`src/etuc_pkg.sv`:
```
`timescale 1ns / 1ps

package etuc_pkg;

    localparam int EPOCH_W = 38;
    localparam longint unsigned MAX_SECONDS = 64'd253402300799;

    // seconds per day is 2^7 * 675
    localparam int DAY_SHIFT = 7;
    localparam int HI_W      = EPOCH_W - DAY_SHIFT;
    localparam int DAYS_W    = 22;
    localparam int SOD_W     = 17;
    localparam int REM_W     = SOD_W - DAY_SHIFT;
    localparam int MOD_W     = 11;
    localparam int WQ_W      = 20;
    localparam int DOE_W     = 18;
    localparam int ERA_W     = 5;
    localparam int YOE_W     = 9;
    localparam int YEAR_W    = 14;
    localparam int DOY_W     = 9;

    // pads the time-of-day path out to the depth of the calendar path
    localparam int TOD_DLY = 5;

    localparam int unsigned DIV675        = 675;
    localparam int unsigned DIV60         = 60;
    localparam int unsigned DAYS_PER_WEEK = 7;
    localparam int unsigned FIRST_WEEKDAY = 4;
    localparam int unsigned DAYS_TO_MARCH0 = 719468;
    localparam int unsigned DAYS_PER_ERA   = 146097;
    localparam int unsigned DAYS_PER_4Y    = 1460;
    localparam int unsigned DAYS_PER_100Y  = 36524;
    localparam int unsigned DAYS_PER_YEAR  = 365;
    localparam int unsigned YEARS_PER_ERA  = 400;
    localparam int unsigned BASE_YEAR      = 1900;

    // first day of each month in a year that starts on march 1
    localparam logic [DOY_W-1:0] MONTH_START [12] = '{
        9'd0, 9'd31, 9'd61, 9'd92, 9'd122, 9'd153,
        9'd184, 9'd214, 9'd245, 9'd275, 9'd306, 9'd337
    };
    localparam logic [3:0] MP_JANUARY   = 4'd10;
    localparam logic [3:0] MONTH_MARCH  = 4'd2;
    localparam logic [DOY_W-1:0] DAYS_JAN_FEB = 9'd59;

    // reciprocal multipliers: q = (x * M) >> K, exact for x below 2^N
    localparam int D675_K  = 41;
    localparam int D675_PW = 63;
    localparam longint unsigned D675_M =
        ((64'd1 << D675_K) + 64'(DIV675) - 64'd1) / 64'(DIV675);

    localparam int D60_K  = 23;
    localparam int D60_PW = 35;
    localparam longint unsigned D60_M =
        ((64'd1 << D60_K) + 64'(DIV60) - 64'd1) / 64'(DIV60);

    localparam int D7_K  = 25;
    localparam int D7_PW = 45;
    localparam longint unsigned D7_M =
        ((64'd1 << D7_K) + 64'(DAYS_PER_WEEK) - 64'd1) / 64'(DAYS_PER_WEEK);

    localparam int DERA_K  = 40;
    localparam int DERA_PW = 45;
    localparam longint unsigned DERA_M =
        ((64'd1 << DERA_K) + 64'(DAYS_PER_ERA) - 64'd1) / 64'(DAYS_PER_ERA);

    localparam int D4Y_K  = 29;
    localparam int D4Y_PW = 37;
    localparam longint unsigned D4Y_M =
        ((64'd1 << D4Y_K) + 64'(DAYS_PER_4Y) - 64'd1) / 64'(DAYS_PER_4Y);

    localparam int D100Y_K  = 34;
    localparam int D100Y_PW = 37;
    localparam longint unsigned D100Y_M =
        ((64'd1 << D100Y_K) + 64'(DAYS_PER_100Y) - 64'd1) / 64'(DAYS_PER_100Y);

    localparam int DY_K  = 27;
    localparam int DY_PW = 37;
    localparam longint unsigned DY_M =
        ((64'd1 << DY_K) + 64'(DAYS_PER_YEAR) - 64'd1) / 64'(DAYS_PER_YEAR);

    typedef struct packed {
        logic valid;
        logic oor;
    } t_ctl;

    typedef struct packed {
        logic [5:0] second;
        logic [5:0] minute;
        logic [4:0] hour;
        logic [2:0] weekday;
    } t_tod;

    typedef struct packed {
        logic [12:0] year_since_1900;
        logic [8:0]  day_of_year;
        logic [3:0]  month;
        logic [4:0]  day_of_month;
    } t_date;

endpackage

```
`src/etuc_split.sv`:
```
`timescale 1ns / 1ps

module etuc_split import etuc_pkg::*; (
    input  logic                 i_clk,
    input  logic                 i_rst_n,
    input  logic                 i_adv,
    input  logic                 i_valid,
    input  logic [EPOCH_W-1:0]   i_epoch_seconds,
    output t_ctl                 o_ctl,
    output logic [DAYS_W-1:0]    o_days,
    output logic [SOD_W-1:0]     o_sod
);

    t_ctl                    r_ctl1, n_ctl1;
    logic [D675_PW-1:0]      r_p675, n_p675;
    logic [HI_W-1:0]         r_hi, w_hi;
    logic [DAY_SHIFT-1:0]    r_lo;

    t_ctl                    r_ctl2;
    logic [DAYS_W-1:0]       r_days, n_days;
    logic [SOD_W-1:0]        r_sod, n_sod;
    logic [HI_W-1:0]         w_rem;

    always_comb begin
        w_hi        = i_epoch_seconds[EPOCH_W-1:DAY_SHIFT];
        n_ctl1.valid = i_valid;
        n_ctl1.oor   = 64'(i_epoch_seconds) > MAX_SECONDS;
        n_p675      = D675_PW'(w_hi) * D675_PW'(D675_M);

        // day count, then seconds of day from the remainder of the upper bits
        n_days = r_p675[D675_K +: DAYS_W];
        w_rem  = r_hi - HI_W'(n_days) * HI_W'(DIV675);
        n_sod  = {w_rem[REM_W-1:0], r_lo};
    end

    always_ff @(posedge i_clk) begin
        if (!i_rst_n) begin
            r_ctl1 <= '0;
            r_ctl2 <= '0;
        end else if (i_adv) begin
            r_ctl1 <= n_ctl1;
            r_ctl2 <= r_ctl1;
        end
    end

    always_ff @(posedge i_clk) begin
        if (i_adv) begin
            r_p675 <= n_p675;
            r_hi   <= w_hi;
            r_lo   <= i_epoch_seconds[DAY_SHIFT-1:0];
            r_days <= n_days;
            r_sod  <= n_sod;
        end
    end

    assign o_ctl  = r_ctl2;
    assign o_days = r_days;
    assign o_sod  = r_sod;

endmodule

```
`src/etuc_clock.sv`:
```
`timescale 1ns / 1ps

module etuc_clock import etuc_pkg::*; (
    input  logic               i_clk,
    input  logic               i_rst_n,
    input  logic               i_adv,
    input  t_ctl               i_ctl,
    input  logic [DAYS_W-1:0]  i_days,
    input  logic [SOD_W-1:0]   i_sod,
    output t_ctl               o_ctl,
    output t_tod               o_tod
);

    t_ctl                  r3_ctl;
    logic [D60_PW-1:0]     r3_p60, n3_p60;
    logic [SOD_W-1:0]      r3_sod;
    logic [D7_PW-1:0]      r3_p7, n3_p7;
    logic [DAYS_W-1:0]     r3_w, n3_w;

    t_ctl                  r4_ctl;
    logic [MOD_W-1:0]      r4_mod, n4_mod;
    logic [5:0]            r4_sec, n4_sec;
    logic [2:0]            r4_wd, n4_wd;
    logic [WQ_W-1:0]       w4_q7;

    t_ctl                  r5_ctl;
    logic [D60_PW-1:0]     r5_p60, n5_p60;
    logic [MOD_W-1:0]      r5_mod;
    logic [5:0]            r5_sec;
    logic [2:0]            r5_wd;

    t_ctl                  r6_ctl;
    t_tod                  r6_tod, n6_tod;

    t_ctl                  r_dly_ctl [TOD_DLY];
    t_tod                  r_dly_tod [TOD_DLY];

    always_comb begin
        n3_p60 = D60_PW'(i_sod) * D60_PW'(D60_M);
        n3_w   = i_days + DAYS_W'(FIRST_WEEKDAY);
        n3_p7  = D7_PW'(n3_w) * D7_PW'(D7_M);

        n4_mod = r3_p60[D60_K +: MOD_W];
        n4_sec = 6'(r3_sod - SOD_W'(n4_mod) * SOD_W'(DIV60));
        w4_q7  = r3_p7[D7_K +: WQ_W];
        n4_wd  = 3'(r3_w - DAYS_W'(w4_q7) * DAYS_W'(DAYS_PER_WEEK));

        n5_p60 = D60_PW'(r4_mod) * D60_PW'(D60_M);

        n6_tod.hour    = r5_p60[D60_K +: 5];
        n6_tod.minute  = 6'(r5_mod - MOD_W'(n6_tod.hour) * MOD_W'(DIV60));
        n6_tod.second  = r5_sec;
        n6_tod.weekday = r5_wd;
    end

    always_ff @(posedge i_clk) begin
        if (!i_rst_n) begin
            r3_ctl <= '0;
            r4_ctl <= '0;
            r5_ctl <= '0;
            r6_ctl <= '0;
            for (int k = 0; k < TOD_DLY; k++) begin
                r_dly_ctl[k] <= '0;
            end
        end else if (i_adv) begin
            r3_ctl <= i_ctl;
            r4_ctl <= r3_ctl;
            r5_ctl <= r4_ctl;
            r6_ctl <= r5_ctl;
            r_dly_ctl[0] <= r6_ctl;
            for (int k = 1; k < TOD_DLY; k++) begin
                r_dly_ctl[k] <= r_dly_ctl[k-1];
            end
        end
    end

    always_ff @(posedge i_clk) begin
        if (i_adv) begin
            r3_p60 <= n3_p60;
            r3_sod <= i_sod;
            r3_p7  <= n3_p7;
            r3_w   <= n3_w;
            r4_mod <= n4_mod;
            r4_sec <= n4_sec;
            r4_wd  <= n4_wd;
            r5_p60 <= n5_p60;
            r5_mod <= r4_mod;
            r5_sec <= r4_sec;
            r5_wd  <= r4_wd;
            r6_tod <= n6_tod;
            r_dly_tod[0] <= r6_tod;
            for (int k = 1; k < TOD_DLY; k++) begin
                r_dly_tod[k] <= r_dly_tod[k-1];
            end
        end
    end

    assign o_ctl = r_dly_ctl[TOD_DLY-1];
    assign o_tod = r_dly_tod[TOD_DLY-1];

endmodule

```
`src/etuc_civil.sv`:
```
`timescale 1ns / 1ps

module etuc_civil import etuc_pkg::*; (
    input  logic               i_clk,
    input  logic               i_adv,
    input  logic [DAYS_W-1:0]  i_days,
    output t_date              o_date
);

    logic [DAYS_W-1:0]    r3_z, n3_z;
    logic [DERA_PW-1:0]   r3_pera, n3_pera;

    logic [ERA_W-1:0]     r4_era, n4_era;
    logic [DOE_W-1:0]     r4_doe, n4_doe;

    logic [D4Y_PW-1:0]    r5_p4y, n5_p4y;
    logic [D100Y_PW-1:0]  r5_p100y, n5_p100y;
    logic                 r5_last, n5_last;
    logic [DOE_W-1:0]     r5_doe;
    logic [ERA_W-1:0]     r5_era;

    logic [DOE_W-1:0]     r6_n, n6_n;
    logic [DOE_W-1:0]     r6_doe;
    logic [ERA_W-1:0]     r6_era;

    logic [DY_PW-1:0]     r7_py, n7_py;
    logic [DOE_W-1:0]     r7_doe;
    logic [ERA_W-1:0]     r7_era;

    logic [YOE_W-1:0]     r8_yoe;
    logic [DOE_W-1:0]     r8_doe;
    logic [ERA_W-1:0]     r8_era;

    logic [1:0]           w9_cent;
    logic [DOE_W-1:0]     w9_sub;
    logic [DOY_W-1:0]     r9_doy, n9_doy;
    logic                 r9_leap, n9_leap;
    logic [YEAR_W-1:0]    r9_year, n9_year;

    logic [3:0]           r10_mp, n10_mp;
    logic [DOY_W-1:0]     r10_doy;
    logic                 r10_leap;
    logic [YEAR_W-1:0]    r10_year;

    logic                 w11_jan_feb;
    t_date                r11_date, n11_date;

    always_comb begin
        n3_z    = i_days + DAYS_W'(DAYS_TO_MARCH0);
        n3_pera = DERA_PW'(n3_z) * DERA_PW'(DERA_M);

        n4_era = r3_pera[DERA_K +: ERA_W];
        n4_doe = DOE_W'(r3_z - DAYS_W'(n4_era) * DAYS_W'(DAYS_PER_ERA));

        n5_p4y   = D4Y_PW'(r4_doe) * D4Y_PW'(D4Y_M);
        n5_p100y = D100Y_PW'(r4_doe) * D100Y_PW'(D100Y_M);
        n5_last  = r4_doe == DOE_W'(DAYS_PER_ERA - 1);

        // remove leap days so that a plain divide by 365 gives the year of era
        n6_n = r5_doe - DOE_W'(r5_p4y[D4Y_K +: 7]) + DOE_W'(r5_p100y[D100Y_K +: 3])
             - DOE_W'(r5_last);

        n7_py = DY_PW'(r6_n) * DY_PW'(DY_M);

        w9_cent = {1'b0, r8_yoe >= YOE_W'(100)} + {1'b0, r8_yoe >= YOE_W'(200)}
                + {1'b0, r8_yoe >= YOE_W'(300)};
        w9_sub  = DOE_W'(r8_yoe) * DOE_W'(DAYS_PER_YEAR) + DOE_W'(r8_yoe >> 2)
                - DOE_W'(w9_cent);
        n9_doy  = DOY_W'(r8_doe - w9_sub);
        // era start is a multiple of 400, so only the first year of a century is special
        n9_leap = (r8_yoe[1:0] == 2'b00)
               && ((r8_yoe != YOE_W'(w9_cent) * YOE_W'(100)) || (r8_yoe == '0));
        n9_year = YEAR_W'(r8_era) * YEAR_W'(YEARS_PER_ERA) + YEAR_W'(r8_yoe);

        n10_mp = '0;
        for (int k = 1; k < 12; k++) begin
            if (r9_doy >= MONTH_START[k]) begin
                n10_mp = n10_mp + 4'd1;
            end
        end

        w11_jan_feb = r10_mp >= MP_JANUARY;
        n11_date.day_of_month = 5'(r10_doy - MONTH_START[r10_mp] + 9'd1);
        n11_date.month = w11_jan_feb ? r10_mp - MP_JANUARY : r10_mp + MONTH_MARCH;
        n11_date.year_since_1900 = 13'(r10_year + YEAR_W'(w11_jan_feb)
                                       - YEAR_W'(BASE_YEAR));
        n11_date.day_of_year = w11_jan_feb ? r10_doy - MONTH_START[MP_JANUARY]
                                           : r10_doy + DAYS_JAN_FEB + DOY_W'(r10_leap);
    end

    always_ff @(posedge i_clk) begin
        if (i_adv) begin
            r3_z     <= n3_z;
            r3_pera  <= n3_pera;
            r4_era   <= n4_era;
            r4_doe   <= n4_doe;
            r5_p4y   <= n5_p4y;
            r5_p100y <= n5_p100y;
            r5_last  <= n5_last;
            r5_doe   <= r4_doe;
            r5_era   <= r4_era;
            r6_n     <= n6_n;
            r6_doe   <= r5_doe;
            r6_era   <= r5_era;
            r7_py    <= n7_py;
            r7_doe   <= r6_doe;
            r7_era   <= r6_era;
            r8_yoe   <= r7_py[DY_K +: YOE_W];
            r8_doe   <= r7_doe;
            r8_era   <= r7_era;
            r9_doy   <= n9_doy;
            r9_leap  <= n9_leap;
            r9_year  <= n9_year;
            r10_mp   <= n10_mp;
            r10_doy  <= r9_doy;
            r10_leap <= r9_leap;
            r10_year <= r9_year;
            r11_date <= n11_date;
        end
    end

    assign o_date = r11_date;

endmodule

```
`src/epoch_seconds_to_utc_calendar.sv`:
```
`timescale 1ns / 1ps

// converts a count of seconds since 1970-01-01 00:00:00 utc to calendar fields
// input channel: i_in_valid / o_in_stall with i_epoch_seconds; a transfer happens
// on a rising edge with valid high and stall low
// output channel: o_out_valid / i_out_stall with one port per calendar field;
// o_out_of_range is set for inputs past 9999-12-31 23:59:59, and all other
// fields then read zero
// twelve register stages; one item can enter every cycle, so throughput is one
// item per cycle whenever the receiver does not stall; the depth is set by the
// chain of reciprocal multiplies on the day count (era, 4/100-year cycles, year
// of era) followed by the month search
// the pipeline holds as a whole while a result waits on a stalled receiver:
// o_in_stall is high exactly when the output register is full and stalled
// reset (synchronous, active low) clears all valid bits; items in flight are
// dropped and o_out_valid goes low

module epoch_seconds_to_utc_calendar import etuc_pkg::*; (
    input  logic                i_clk,
    input  logic                i_rst_n,
    input  logic                i_in_valid,
    output logic                o_in_stall,
    input  logic [EPOCH_W-1:0]  i_epoch_seconds,
    output logic                o_out_valid,
    input  logic                i_out_stall,
    output logic [5:0]          o_second,
    output logic [5:0]          o_minute,
    output logic [4:0]          o_hour,
    output logic [2:0]          o_weekday,
    output logic [12:0]         o_year_since_1900,
    output logic [8:0]          o_day_of_year,
    output logic [3:0]          o_month,
    output logic [4:0]          o_day_of_month,
    output logic                o_out_of_range
);

    logic               w_adv;
    t_ctl               w_split_ctl;
    logic [DAYS_W-1:0]  w_days;
    logic [SOD_W-1:0]   w_sod;
    t_ctl               w_ctl;
    t_tod               w_tod;
    t_date              w_date;

    logic               r_out_valid;
    t_tod               r_tod;
    t_date              r_date;
    logic               r_oor;

    // everything moves unless a finished result is held by the receiver
    assign w_adv      = !(r_out_valid && i_out_stall);
    assign o_in_stall = !w_adv;

    etuc_split u_split (
        .i_clk           (i_clk),
        .i_rst_n         (i_rst_n),
        .i_adv           (w_adv),
        .i_valid         (i_in_valid),
        .i_epoch_seconds (i_epoch_seconds),
        .o_ctl           (w_split_ctl),
        .o_days          (w_days),
        .o_sod           (w_sod)
    );

    etuc_clock u_clock (
        .i_clk   (i_clk),
        .i_rst_n (i_rst_n),
        .i_adv   (w_adv),
        .i_ctl   (w_split_ctl),
        .i_days  (w_days),
        .i_sod   (w_sod),
        .o_ctl   (w_ctl),
        .o_tod   (w_tod)
    );

    etuc_civil u_civil (
        .i_clk  (i_clk),
        .i_adv  (w_adv),
        .i_days (w_days),
        .o_date (w_date)
    );

    always_ff @(posedge i_clk) begin
        if (!i_rst_n) begin
            r_out_valid <= 1'b0;
        end else if (w_adv) begin
            r_out_valid <= w_ctl.valid;
        end
    end

    always_ff @(posedge i_clk) begin
        if (w_adv) begin
            r_oor <= w_ctl.oor;
            if (w_ctl.oor) begin
                r_tod  <= '0;
                r_date <= '0;
            end else begin
                r_tod  <= w_tod;
                r_date <= w_date;
            end
        end
    end

    assign o_out_valid       = r_out_valid;
    assign o_second          = r_tod.second;
    assign o_minute          = r_tod.minute;
    assign o_hour            = r_tod.hour;
    assign o_weekday         = r_tod.weekday;
    assign o_year_since_1900 = r_date.year_since_1900;
    assign o_day_of_year     = r_date.day_of_year;
    assign o_month           = r_date.month;
    assign o_day_of_month    = r_date.day_of_month;
    assign o_out_of_range    = r_oor;

endmodule

```
`config.mk`:
```
export PLATFORM = sky130hd
export DESIGN_NAME = epoch_seconds_to_utc_calendar
export DESIGN_NICKNAME = d
export VERILOG_FILES = /design/src/etuc_pkg.sv /design/src/etuc_split.sv /design/src/etuc_clock.sv /design/src/etuc_civil.sv /design/src/epoch_seconds_to_utc_calendar.sv
export SDC_FILE = /design/constraint.sdc
export NUM_CORES = 2
export LEC_CHECK = 0
export BUFFER_PORTS_ARGS = -buffer_cell sky130_fd_sc_hd__buf_4
export CORE_AREA = 3 3 326 568
export DETAILED_ROUTE_END_ITERATION = 10
export DIE_AREA = 0 0 329 571
export PLACE_DENSITY_LB_ADDON = 0.3
export SLEW_MARGIN = 20
export SYNTH_ARGS = -nofsm -noshare
export SYNTH_HDL_FRONTEND = slang
export SYNTH_HIERARCHICAL = 1
export SYNTH_SLANG_ARGS = --single-unit
```
`constraint.sdc`:
```
create_clock -name i_clk -period 24.2 [get_ports i_clk]
set_input_delay 2.42 -clock i_clk [delete_from_list [all_inputs] [get_ports i_clk]]
set_output_delay 2.42 -clock i_clk [all_outputs]
set_load 0.1 [all_outputs]
```
==> results.cfg <==
[cts]
clockBufferDepth = 3
htree_num_levels = 2
cts_setup_buffers = 0
clock_sinks = 575
clk_latency_ns = 0.69
cts_made_buffers = 55
clk_pin_slew_worst_paths_ns = 0.07
cts_resized = 0
cts_hold_buf = 0
root_buffer = clkbuf_16
cts_tree = yes

[final_layout]
layout.cells.non_filler = 8894
post-route-util_pct = 43.1
drive_above_1_share_pct = 4.05
syn2layout_area_growth_pct = 7.82
nets = 9028
final_common_cell = inv_1
mostFrequentLayoutCells = 1,709 x inv_1, 1,554 x ha_1, 976 x fa_1, 562 x edfxtp_1, 213 x xnor2_1

[worst_setup_path]
worstPathMaxFanout = 10
startpoint_type = input port
cpMostUsedCell = fa_1
crit_chain = buf_4 > ha_1 > fa_1 > inv_1 > fa_1 > inv_1 > fa_1 > fa_1 > fa_1 > fa_1 > inv_1 > fa_1 > inv_1 > ha_1 > a21oi_1 > nand2_1 > a221oi_1 > o211ai_1 > nor3_2 > o21ai_2 > a2111o_1 > a31oi_2 > xnor2_1
cp_top_family = adder cells
endpoint_kind = register
crit_slowest_cell = a221oi_1
arrival_ns = 9.86
max_stage_delay_ns = 0.74
path_class = input port to register
required_ns = 24.59
path_buf_inv = 5

[synthesis]
avgSynthCellArea_um2 = 11.4
synth-seq-cells = 575
async_reset_ff_share_pct = 0
synth_enable_flop_cells = 562
ys_seq_area_share_pct = 23.7
ys.flop_type = edfxtp_1
syn_nets = 8878
syn_area_mm2 = 0.0722
synthCells = 6306
synth_cell_types = 82
ys_warn_count = 6

[sta]
relSlewSlack_pct = 26.7
rsz0062_at_grt = no
fin_skew_ns = 0.0714
final-max-slew-violation-count = 0
fmax_mhz = 106
period_share_pct = 39.1
hold_viol = 0
max_slew.worst_pin.slew_ns = 1.09
post-route-min-period_ns = 9.46
setup_viol = 0
setup_tns_ns = 0

[global_route]
antenna_found_initial = 2
globalRouteTotalUtil_pct = 19.8
first_global_vias = 49800
grt-ovfl-total = 0
grt_pass1_wl_um = 280000
grt_max_degree = 155

[route]
drc = 0
dr.pass1.iters = 5
wire_per_inst_um = 20.2
dr.first_iter.drc_count = 1634
route.vias.total = 43900
drt-total-wl_um = 180000
antenna_left = 0
avgViaCountPerCell = 4.93

[placement]
dp_cells = 8791
dp_hpwl_um = 160000
globalplace.congestion = 1.00
portBuffers = 95

[die]
dieWidth_um = 329
die_h_um = 571
die-area_mm2 = 0.188
rows = 206
start_util_pct = 39.9
pin_count = 96
coreArea_mm2 = 0.181

[run_status]
outcome = finished clean

[flow_run]
maxCapViolCount = 0

[worst_hold_path]
min_path_type = register to register
## cell usage after synthesis, drive strengths merged (27+ instances only)
library cell | instances | area [um^2]
nor2b | 80 | 500
edfxtp | 562 | 16900
o21bai | 27 | 203
xnor2 | 214 | 1870
a21o | 83 | 631
o21ai | 113 | 573
nand3 | 51 | 255
xor2 | 69 | 604
a21oi | 184 | 932
nand4 | 52 | 325
inv | 1709 | 6410
and3 | 28 | 175
nor2 | 122 | 460
ha | 1554 | 19400
nand2 | 118 | 443
fa | 976 | 19500
buf | 36 | 249
nor3 | 37 | 190
## through the flow
stage          hold slack (ns)  setup slack (ns)  cell area, um^2
6_report                 0.364             14.74            77800
5_1_grt                  0.362             14.62            77800
4_1_cts                  0.343             14.80            77800
3_5_place_dp             0.405             14.09            75900
3_3_place_gp             0.401             14.12            75900
2_1_floorplan            0.400              9.83            72200
## registers in the layout (all words and copies together), names as in the netlist, 10 cells and up
| signal | flops |
|---|---|
| u_clock/r4_mod | 11 |
| o_year_since_1900 | 13 |
| u_civil/r10_year | 13 |
| u_civil/r6_n | 18 |
| u_civil/o_date | 31 |
| u_civil/r5_doe | 16 |
| u_clock/r_dly_tod | 100 |
| u_split/o_days | 22 |
| u_split/r_p675 | 23 |
| u_clock/r_dly_ctl | 10 |
| u_clock/r6_tod | 20 |
| u_civil/r3_z | 18 |
| u_split/o_sod | 17 |
| u_civil/r4_doe | 18 |
| u_clock/r3_p60 | 12 |
| u_civil/r9_year | 13 |
## worst paths after layout
kind                            start                  end  slack, ns  cells past startpoint
setup / recovery  i_epoch_seconds[23]   u_split/r_p675[57]      14.74                     23
hold / removal      u_civil/r7_py[29]    u_civil/r8_yoe[2]       0.36                      0
setup reg to reg    u_split/o_days[2]  u_civil/r3_pera[41]      15.10                     30
hold reg to reg     u_civil/r7_py[29]    u_civil/r8_yoe[2]       0.36                      0
## cell type report
cell class	instances	area (um^2)
sequential	575	17100
tap	2392	2990
clock inverter	44	479
clock buffer	57	1380
inverter	1709	6410
timing repair buffer	138	1050
fill	16900	103000
antenna	2	5.00
multi-input combinational	3977	48400
## logic make-up (layout without fill, tap and decap cells)
logic type,count (synthesis),after routing,synth area share (%)
and+or+nand+nor,560,560,3.95
xor gates and xnor gates,285,285,3.50
DFF,575,575,23.7
other,0,2,0
adders and majority gates,2530,2530,54.0
buffers and inverters,1754,1948,9.28
AOI/OAI and AO/OA,580,580,5.17
muxes,22,22,0.333
## routing by layer
metal / global-route usage, % / vias to the layer above / wire length [um]
li1: - / 20700 / -
met1: 17.1 / 22000 / 54500
met2: 40.7 / 714 / 105000
met3: 1.34 / 480 / 3200
met4: 15.2 / 0 / 17100
met5: 0 / - / 0
Power is left out: the tool's default activity adds up to more than one toggle a clock period on the data nets, which glitch-free logic cannot reach.
